<file path="config.mk">
export PLATFORM = sky130hd
export DESIGN_NAME = insertion_ordered_set
export DESIGN_NICKNAME = d
export VERILOG_FILES = /design/src/sv/ios_pkg.sv /design/src/sv/ios_ram.sv /design/src/sv/insertion_ordered_set.sv
export SDC_FILE = /design/constraint.sdc
export NUM_CORES = 2
export LEC_CHECK = 0
export BUFFER_PORTS_ARGS = -buffer_cell sky130_fd_sc_hd__buf_2
export CAP_MARGIN = 20
export CORE_MARGIN = 2
export CORE_UTILIZATION = 45
export CTS_BUF_LIST = sky130_fd_sc_hd__clkbuf_4 sky130_fd_sc_hd__clkbuf_8 sky130_fd_sc_hd__clkbuf_16
export DETAILED_ROUTE_END_ITERATION = 8
export PLACE_DENSITY = 0.72
export SYNTH_ARGS = -nofsm -noshare
export SYNTH_HDL_FRONTEND = slang
export SYNTH_SLANG_ARGS = --single-unit
</file>
<file path="constraint.sdc">
create_clock -name clk -period 13.6 [get_ports clk]
set_input_delay 2.04 -clock clk [delete_from_list [all_inputs] [get_ports clk]]
set_output_delay 2.04 -clock clk [all_outputs]
set_load 0.005 [all_outputs]
</file>
<file path="src/sv/ios_pkg.sv">
// ----------------------------------------------------------------------------
// ios_pkg: shared types and constants for the insertion ordered set
// Word layouts, operation and status codes, and default sizes.
// ----------------------------------------------------------------------------
package ios_pkg;

  // Default table depth and stored key width
  localparam int DEPTH_DEF    = 64;
  localparam int KEY_BITS_DEF = 32;

  // Fixed field widths of the channel words
  localparam int KEY_W     = 32;
  localparam int POS_W     = 6;
  localparam int CNT_OUT_W = 7;

  // Operation codes
  typedef enum logic [1:0] {
    KIND_ADD      = 2'd0,
    KIND_REMOVE   = 2'd1,
    KIND_CONTAINS = 2'd2,
    KIND_READ     = 2'd3
  } ios_kind_t;

  // Result status codes
  typedef enum logic [1:0] {
    ST_OK        = 2'd0,
    ST_DUP_ABSNT = 2'd1,
    ST_FULL      = 2'd2,
    ST_INVALID   = 2'd3
  } ios_status_t;

  // Input word
  typedef struct packed {
    ios_kind_t         kind;
    logic [KEY_W-1:0]  key;
    logic [POS_W-1:0]  position;
  } ios_in_t;

  // Result word
  typedef struct packed {
    ios_status_t          status;
    logic [KEY_W-1:0]     read_key;
    logic [CNT_OUT_W-1:0] entry_count;
  } ios_out_t;

endpackage

</file>
<file path="src/sv/ios_ram.sv">
// ----------------------------------------------------------------------------
// ios_ram: generic single-port-write, single-port-read RAM
// One write and one registered read per cycle.
// ----------------------------------------------------------------------------
module ios_ram #(
  parameter int WIDTH = ios_pkg::KEY_BITS_DEF,
  parameter int DEPTH = ios_pkg::DEPTH_DEF
) (
  input  logic                     clk,
  input  logic                     we,
  input  logic [$clog2(DEPTH)-1:0] waddr,
  input  logic [WIDTH-1:0]         wdata,
  input  logic [$clog2(DEPTH)-1:0] raddr,
  output logic [WIDTH-1:0]         rdata
);

  logic [WIDTH-1:0] mem [DEPTH];
  logic [WIDTH-1:0] rdata_r;

  // Write port and registered read port
  always_ff @(posedge clk) begin
    if (we) begin
      mem[waddr] <= wdata;
    end
    rdata_r <= mem[raddr];
  end

  assign rdata = rdata_r;

endmodule

</file>
<file path="src/sv/insertion_ordered_set.sv">
// ----------------------------------------------------------------------------
// insertion_ordered_set: set of distinct nonzero keys in insertion order
// Keys are packed at the front of a table RAM; a sequencer walks the table
// one entry per cycle through a single key comparator.
// ----------------------------------------------------------------------------
// Usage:
//   Input channel: drive in_word and raise start; the word is taken at a
//   rising edge where start is high and busy is low. busy stays high until
//   the operation has finished.
//   Result channel: out_valid is high for exactly one cycle with out_word;
//   the receiver cannot stall and must take the word in that cycle.
//   Path from accept to result:
//     zero key or bad position      result registered straight from idle
//     read at position              one RAM read in S_READ
//     add, contains                 one RAM read per held entry through
//                                   the comparator, until hit or last
//     remove                        search to the key, then one read and
//                                   one write per later entry
//   One operation is in flight at a time; the next may start in the cycle
//   its predecessor's result appears.
//   Reset clears the count at once; table contents are never read before
//   they are written, so no clearing pass is needed.
// ----------------------------------------------------------------------------
module insertion_ordered_set #(
  parameter int DEPTH    = ios_pkg::DEPTH_DEF,
  parameter int KEY_BITS = ios_pkg::KEY_BITS_DEF
) (
  input  logic             clk,
  input  logic             rst_n,
  input  logic             start,
  output logic             busy,
  input  ios_pkg::ios_in_t in_word,
  output logic             out_valid,
  output ios_pkg::ios_out_t out_word
);

  import ios_pkg::*;

  // Stored key width: the key field never carries more than KEY_W bits
  localparam int KW = (KEY_BITS < KEY_W) ? KEY_BITS : KEY_W;
  localparam int AW = $clog2(DEPTH);
  localparam int CW = $clog2(DEPTH + 1);

  typedef enum logic [1:0] {
    S_IDLE,
    S_READ,
    S_SEARCH,
    S_SHIFT
  } state_t;

  state_t               state_r, state_nxt;
  ios_kind_t            kind_r, kind_nxt;
  logic [KW-1:0]        key_r, key_nxt;
  logic [AW-1:0]        idx_r, idx_nxt;
  logic [CW-1:0]        count_r, count_nxt;
  logic                 out_valid_r, out_valid_nxt;
  ios_status_t          status_r, status_nxt;
  logic [KEY_W-1:0]     rkey_r, rkey_nxt;
  logic [CNT_OUT_W-1:0] ocnt_r, ocnt_nxt;

  // RAM port signals
  logic          ram_we;
  logic [AW-1:0] ram_waddr;
  logic [KW-1:0] ram_wdata;
  logic [AW-1:0] ram_raddr;
  logic [KW-1:0] ram_rdata;

  // Derived values
  logic [KW-1:0]          key_m;
  logic [AW+POS_W-1:0]    pos_ext;
  logic                   pos_ok;
  logic [CW-1:0]          idx_inc;
  logic [CW-1:0]          idx_inc2;
  logic                   hit;
  logic                   last;
  logic [KEY_W+KW-1:0]    rdata_ext;
  logic [CW+CNT_OUT_W-1:0] cnt_ext;

  ios_ram #(
    .WIDTH(KW),
    .DEPTH(DEPTH)
  ) u_table (
    .clk  (clk),
    .we   (ram_we),
    .waddr(ram_waddr),
    .wdata(ram_wdata),
    .raddr(ram_raddr),
    .rdata(ram_rdata)
  );

  // Mask the key, widen the position and the walk index
  assign key_m     = in_word.key[KW-1:0];
  assign pos_ext   = {{AW{1'b0}}, in_word.position};
  assign pos_ok    = ({{CW{1'b0}}, in_word.position} < {{POS_W{1'b0}}, count_r});
  assign idx_inc   = CW'(idx_r) + CW'(1);
  assign idx_inc2  = CW'(idx_r) + CW'(2);
  assign hit       = (ram_rdata == key_r);
  assign last      = (idx_inc == count_r);
  assign rdata_ext = {{KEY_W{1'b0}}, ram_rdata};
  assign cnt_ext   = {{CNT_OUT_W{1'b0}}, count_nxt};

  // Sequencer: positional read, search, shift and append, with the one comparator
  always_comb begin
    state_nxt     = state_r;
    kind_nxt      = kind_r;
    key_nxt       = key_r;
    idx_nxt       = idx_r;
    count_nxt     = count_r;
    out_valid_nxt = 1'b0;
    status_nxt    = status_r;
    rkey_nxt      = '0;
    ram_we        = 1'b0;
    ram_waddr     = idx_r;
    ram_wdata     = key_r;
    ram_raddr     = '0;

    unique case (state_r)
      S_IDLE: begin
        if (start) begin
          kind_nxt = in_word.kind;
          key_nxt  = key_m;
          idx_nxt  = '0;
          if (in_word.kind == KIND_READ) begin
            if (pos_ok) begin
              ram_raddr = pos_ext[AW-1:0];
              state_nxt = S_READ;
            end else begin
              out_valid_nxt = 1'b1;
              status_nxt    = ST_INVALID;
            end
          end else if (key_m == '0) begin
            out_valid_nxt = 1'b1;
            status_nxt    = ST_INVALID;
          end else if (count_r == '0) begin
            // Empty table: nothing to search
            out_valid_nxt = 1'b1;
            if (in_word.kind == KIND_ADD) begin
              ram_we     = 1'b1;
              ram_waddr  = '0;
              ram_wdata  = key_m;
              count_nxt  = CW'(1);
              status_nxt = ST_OK;
            end else begin
              status_nxt = ST_DUP_ABSNT;
            end
          end else begin
            ram_raddr = '0;
            state_nxt = S_SEARCH;
          end
        end
      end

      S_READ: begin
        out_valid_nxt = 1'b1;
        status_nxt    = ST_OK;
        rkey_nxt      = rdata_ext[KEY_W-1:0];
        state_nxt     = S_IDLE;
      end

      S_SEARCH: begin
        // Prefetch the next entry while comparing this one
        ram_raddr = idx_inc[AW-1:0];
        if (hit) begin
          unique case (kind_r) inside
            KIND_ADD: begin
              out_valid_nxt = 1'b1;
              status_nxt    = ST_DUP_ABSNT;
              state_nxt     = S_IDLE;
            end
            KIND_REMOVE: begin
              if (last) begin
                out_valid_nxt = 1'b1;
                status_nxt    = ST_OK;
                count_nxt     = count_r - CW'(1);
                state_nxt     = S_IDLE;
              end else begin
                state_nxt = S_SHIFT;
              end
            end
            KIND_CONTAINS, KIND_READ: begin
              out_valid_nxt = 1'b1;
              status_nxt    = ST_OK;
              state_nxt     = S_IDLE;
            end
          endcase
        end else if (last) begin
          out_valid_nxt = 1'b1;
          state_nxt     = S_IDLE;
          if (kind_r == KIND_ADD) begin
            if (count_r == CW'(DEPTH)) begin
              status_nxt = ST_FULL;
            end else begin
              ram_we     = 1'b1;
              ram_waddr  = count_r[AW-1:0];
              ram_wdata  = key_r;
              count_nxt  = count_r + CW'(1);
              status_nxt = ST_OK;
            end
          end else begin
            status_nxt = ST_DUP_ABSNT;
          end
        end else begin
          idx_nxt = idx_inc[AW-1:0];
        end
      end

      S_SHIFT: begin
        // Move the entry above down one place, fetch the one after it
        ram_we    = 1'b1;
        ram_waddr = idx_r;
        ram_wdata = ram_rdata;
        ram_raddr = idx_inc2[AW-1:0];
        idx_nxt   = idx_inc[AW-1:0];
        if (idx_inc2 == count_r) begin
          out_valid_nxt = 1'b1;
          status_nxt    = ST_OK;
          count_nxt     = count_r - CW'(1);
          state_nxt     = S_IDLE;
        end
      end

      default: begin
        state_nxt = S_IDLE;
      end
    endcase

    ocnt_nxt = cnt_ext[CNT_OUT_W-1:0];
  end

  // Hold state and registered result word
  always_ff @(posedge clk) begin
    if (!rst_n) begin
      state_r     <= S_IDLE;
      count_r     <= '0;
      out_valid_r <= 1'b0;
    end else begin
      state_r     <= state_nxt;
      count_r     <= count_nxt;
      out_valid_r <= out_valid_nxt;
    end
    kind_r <= kind_nxt;
    key_r  <= key_nxt;
    idx_r  <= idx_nxt;
    if (out_valid_nxt) begin
      status_r <= status_nxt;
      rkey_r   <= rkey_nxt;
      ocnt_r   <= ocnt_nxt;
    end
  end

  assign busy                 = (state_r != S_IDLE);
  assign out_valid            = out_valid_r;
  assign out_word.status      = status_r;
  assign out_word.read_key    = rkey_r;
  assign out_word.entry_count = ocnt_r;

`ifndef SYNTHESIS
  a_count_bound: assert property (@(posedge clk) disable iff (!rst_n)
    count_r <= CW'(DEPTH))
    else $error("entry count above table depth");

  a_result_idle: assert property (@(posedge clk) disable iff (!rst_n)
    out_valid |-> !busy)
    else $error("result shown while operation still running");

  a_count_moves_with_result: assert property (@(posedge clk) disable iff (!rst_n)
    (count_r != $past(count_r)) |-> out_valid)
    else $error("entry count changed without a result");

  a_count_step: assert property (@(posedge clk) disable iff (!rst_n)
    (count_r == $past(count_r)) || (count_r == $past(count_r) + CW'(1)) ||
    (count_r + CW'(1) == $past(count_r)))
    else $error("entry count moved by more than one");

  a_read_key_ok: assert property (@(posedge clk) disable iff (!rst_n)
    (out_valid && (out_word.read_key != '0)) |-> (out_word.status == ST_OK))
    else $error("nonzero read key with failing status");
`endif

endmodule
</file>
==> summary.txt <==
Run status
  – Result of the run: finished clean

Clock network
  – Worst-skew pair later-pin latency: 0.86 ns
  – Post-CTS Hold Fix Bufs: 0
  – Master cell of the clock root buffer: clkbuf_16
  – # resized after CTS: 0
  – Buffers from clock root to sink, at most: 3
  – Clock slew at reported path FFs: 0.06 ns
  – Number of buffers added by the clock tree synthesis step: 199
  – Clock tree from TritonCTS: built
  – Buffers inserted during post-CTS setup optimization: 0
  – H-tree Lvls: 4
  – Sinks on Clock Net: 2171

Global routing
  – First-pass GRT wire length: 397000 µm
  – Number of global-route vias before repair: 56600
  – Number of antenna violations at the first check in global routing: 15
  – Largest net degree at the start of global routing: 164
  – Leftover overflow at the end of global routing: 0
  – Global-route usage over all layers: 26.7%

Cells and area
  – Commonest non-fill, non-tap cell in the layout: edfxtp_1
  – Share of layout cells above drive strength 1: 13.2%
  – Synth-to-Final Area Change: 12.2%
  – Net count, final: 6421
  – Commonest cells after routing, fill and taps aside: edfxtp_1, nand2_1, nor2_1
  – Fill cells: 16000

Yosys
  – Post-synthesis instance total: 6390
  – Top FF cell, synth: edfxtp_1
  – Sequential area share after synthesis: 72.7%
  – Count of warnings emitted by yosys: 0
  – Distinct cell type count after synthesis: 88
  – Top cell type's share of synthesized area: 71.8%
  – Post-Synthesis Net Count: 6448
  – Syn Area/Cell: 13.9 µm²
  – Largest area contributor in the synthesized netlist: edfxtp_1
  – Number of flip-flops and latches in the synthesized netlist: 2171
  – Top cells by area, synth: edfxtp_1, nand2_1, nor2_1, a211oi_1, mux2i_1
  – Async set-or-reset flop fraction in the synthesized netlist: 0%
  – Count of flip-flops with a built-in enable after synthesis: 2129
  – Netlist Area Pre-Place: 0.0891 mm²

Route
  – Via-to-Cell Ratio: 6.56
  – Count of nets left with antenna violations after detail routing: 0
  – Wire per inst: 30.4 µm
  – Remaining DRCs: 0
  – Router iterations before antenna repair: 7
  – Total routed wirelength: 278000 µm
  – Vias post-DR: 60200
  – DR iter-0 viols: 10500

Floorplan
  – Area inside the core boundary: 0.197 mm²
  – Overall die width: 449 µm
  – Number of rows created at floorplan: 163
  – Y dimension of the die: 449 µm
  – I/O pin cnt: 86
  – Starting density of the core: 45.2%
  – Full die area: 0.202 mm²

Setup path
  – Critical setup path kind: primary input to register
  – Crit Path Max Fanout: 135
  – Critical Path AT: 7.55 ns
  – Kind of capture point of the worst setup path: register
  – Type of element launching the critical path: primary input
  – Required arrival time at the worst endpoint: 14.26 ns

Flow run
  – Maximum capacitance violations: 0

Timing
  – Time the worst path needs with I/O delays and setup: 6.90 ns
  – Count of final hold-check violations: 0
  – Final clock period utilization by the worst path: 50.7%
  – Unrepaired setup endpoints after global routing: false
  – Least-Margin Pin Slew: 1.21 ns
  – Minimum setup slack in the final design: 6.70 ns
  – Number of setup violations in the final report: 0
  – Relative slew slack: 18.9%
  – Top achievable clock speed: 145 MHz
  – Final Slew Violations: 0
  – Clock Skew: 0.0343 ns
  – Setup tns final: 0 ns

Pwr
  – Standby leakage power: 0.0328 µW
  – Power Density: 195 mW/mm²
  – Post-route total power: 19500 µW
  – Largest vdd supply drop: 0.130 mV

Place
  – Post-detail-place hpwl: 148000 µm
  – Gp weighted congestion: 0.992
  – Number of port buffers: 85
  – Worst setup slack before clock tree synthesis: 6.17 ns

Hold path
  – Type of the worst min-delay path: register to register
[area by class of cell]
cell class	count	area, µm²	area share (%)
clock inverter	95	866	0.866
inverter	18	72.6	0.0726
timing repair buffer	280	2050	2.06
multi-input combinational	3693	23200	23.2
tap	2640	3300	3.30
sequential	2171	64800	64.8
antenna	12	30.0	0.0300
clock buffer	262	5620	5.62
[metal layers]
| metal | part of all wire (%) | up-vias | track usage [%] |
|---|---|---|---|
| met5 | 0.010 | - | 0 |
| met1 | 36 | 29800 | 35.4 |
| met4 | 5.8 | 4 | 14.2 |
| met2 | 44 | 4764 | 40.2 |
| li1 | - | 24900 | - |
| met3 | 14 | 742 | 7.32 |
[flip-flops by register name, indices dropped and copies added (netlist names)]
name and count:
u_table.rdata 32, ocnt_r 7, status_r 2, count_r 7
idx_r 6, out_valid 1, key_r 32, rkey_r 32
state_r 2, kind_r 2, u_table.mem 2048
[where the power goes]
group	leakage, µW	internal, µW	total [µW]	switching, µW
sequential	0.0197	8470	8710	239
combinational	0.00990	1210	5240	4020
clock	0.00324	3160	5590	2430
total	0.0328	12800	19500	6690
[cell usage after synthesis (25+ instances only)]
cell      instances
edfxtp_1       2129
nand2_1         692
nor2_1          473
clkbuf_1        356
nor3_1          293
o21ai_0         224
a211oi_1        219
and3_1          155
mux2i_1         149
nand3_1         115
or3_1           114
a31oi_1         109
a21oi_1          95
buf_2            95
o211ai_1         94
a211o_1          81
o311ai_0         78
or2_2            78
a22oi_1          66
a32oi_1          53
o22ai_1          50
buf_1            45
and2_1           44
dfxtp_1          42
xnor2_1          40
nand4_1          38
nor4_1           36
o211a_1          29
o311a_1          29
a31o_2           26
o221ai_1         25
[kinds of logic (layout without fill, tap and decap cells)]
group | count (synthesis) | after routing | share of synthesized area [%]
AOI/OAI and AO/OA | 1405 | 1405 | 11.7
xor gates and xnor gates | 48 | 48 | 0.487
adders and majority gates | 15 | 15 | 0.211
buffers and inverters | 526 | 655 | 2.42
DFF | 2171 | 2171 | 72.7
muxes | 150 | 150 | 1.69
other | 0 | 12 | 0
and+or+nand+nor | 2075 | 2075 | 10.8
[final timing paths]
check                                                from                   endpoint  slack [ns]  cells after the start
worst max-delay path                           in_word[3]  u_table.rdata[26]$_DFF_P_        6.70                     14
worst min-delay path            u_table.rdata[28]$_DFF_P_   rkey_r[28]$_SDFFCE_PP0P_        0.72                      1
worst max register to register      count_r[3]$_SDFF_PN0_  u_table.rdata[26]$_DFF_P_        7.11                     14
worst min register to register  u_table.rdata[28]$_DFF_P_   rkey_r[28]$_SDFFCE_PP0P_        0.72                      1
[critical path, cell delays in order]
cell and delay, ns:
buf_2 0.14, ha_1 0.29, nand4b_1 0.13, or2_2 0.36
o211ai_1 0.33, buf_12 0.50, nand2_4 0.37, buf_4 0.45
buf_12 0.27, a2111oi_0 0.65, a211oi_1 0.10, a41o_1 0.31
a211oi_1 1.01, o41ai_1 0.23
[through the flow]
stage | instances | cell area [µm²] | hold WS [ns] | util [%]
2_1_floorplan | 6390 | 89100 | 0.554 | -
3_3_place_gp | 8797 | 93400 | 0.660 | 47.4
3_5_place_dp | 8801 | 93400 | 0.680 | 47.4
4_1_cts | 9158 | 99900 | 0.692 | 50.7
5_1_grt | 9163 | 99900 | 0.700 | 50.7
6_report | 9171 | 99900 | 0.718 | 50.7
No activity file was read; power rests on OpenSTA's default activity.
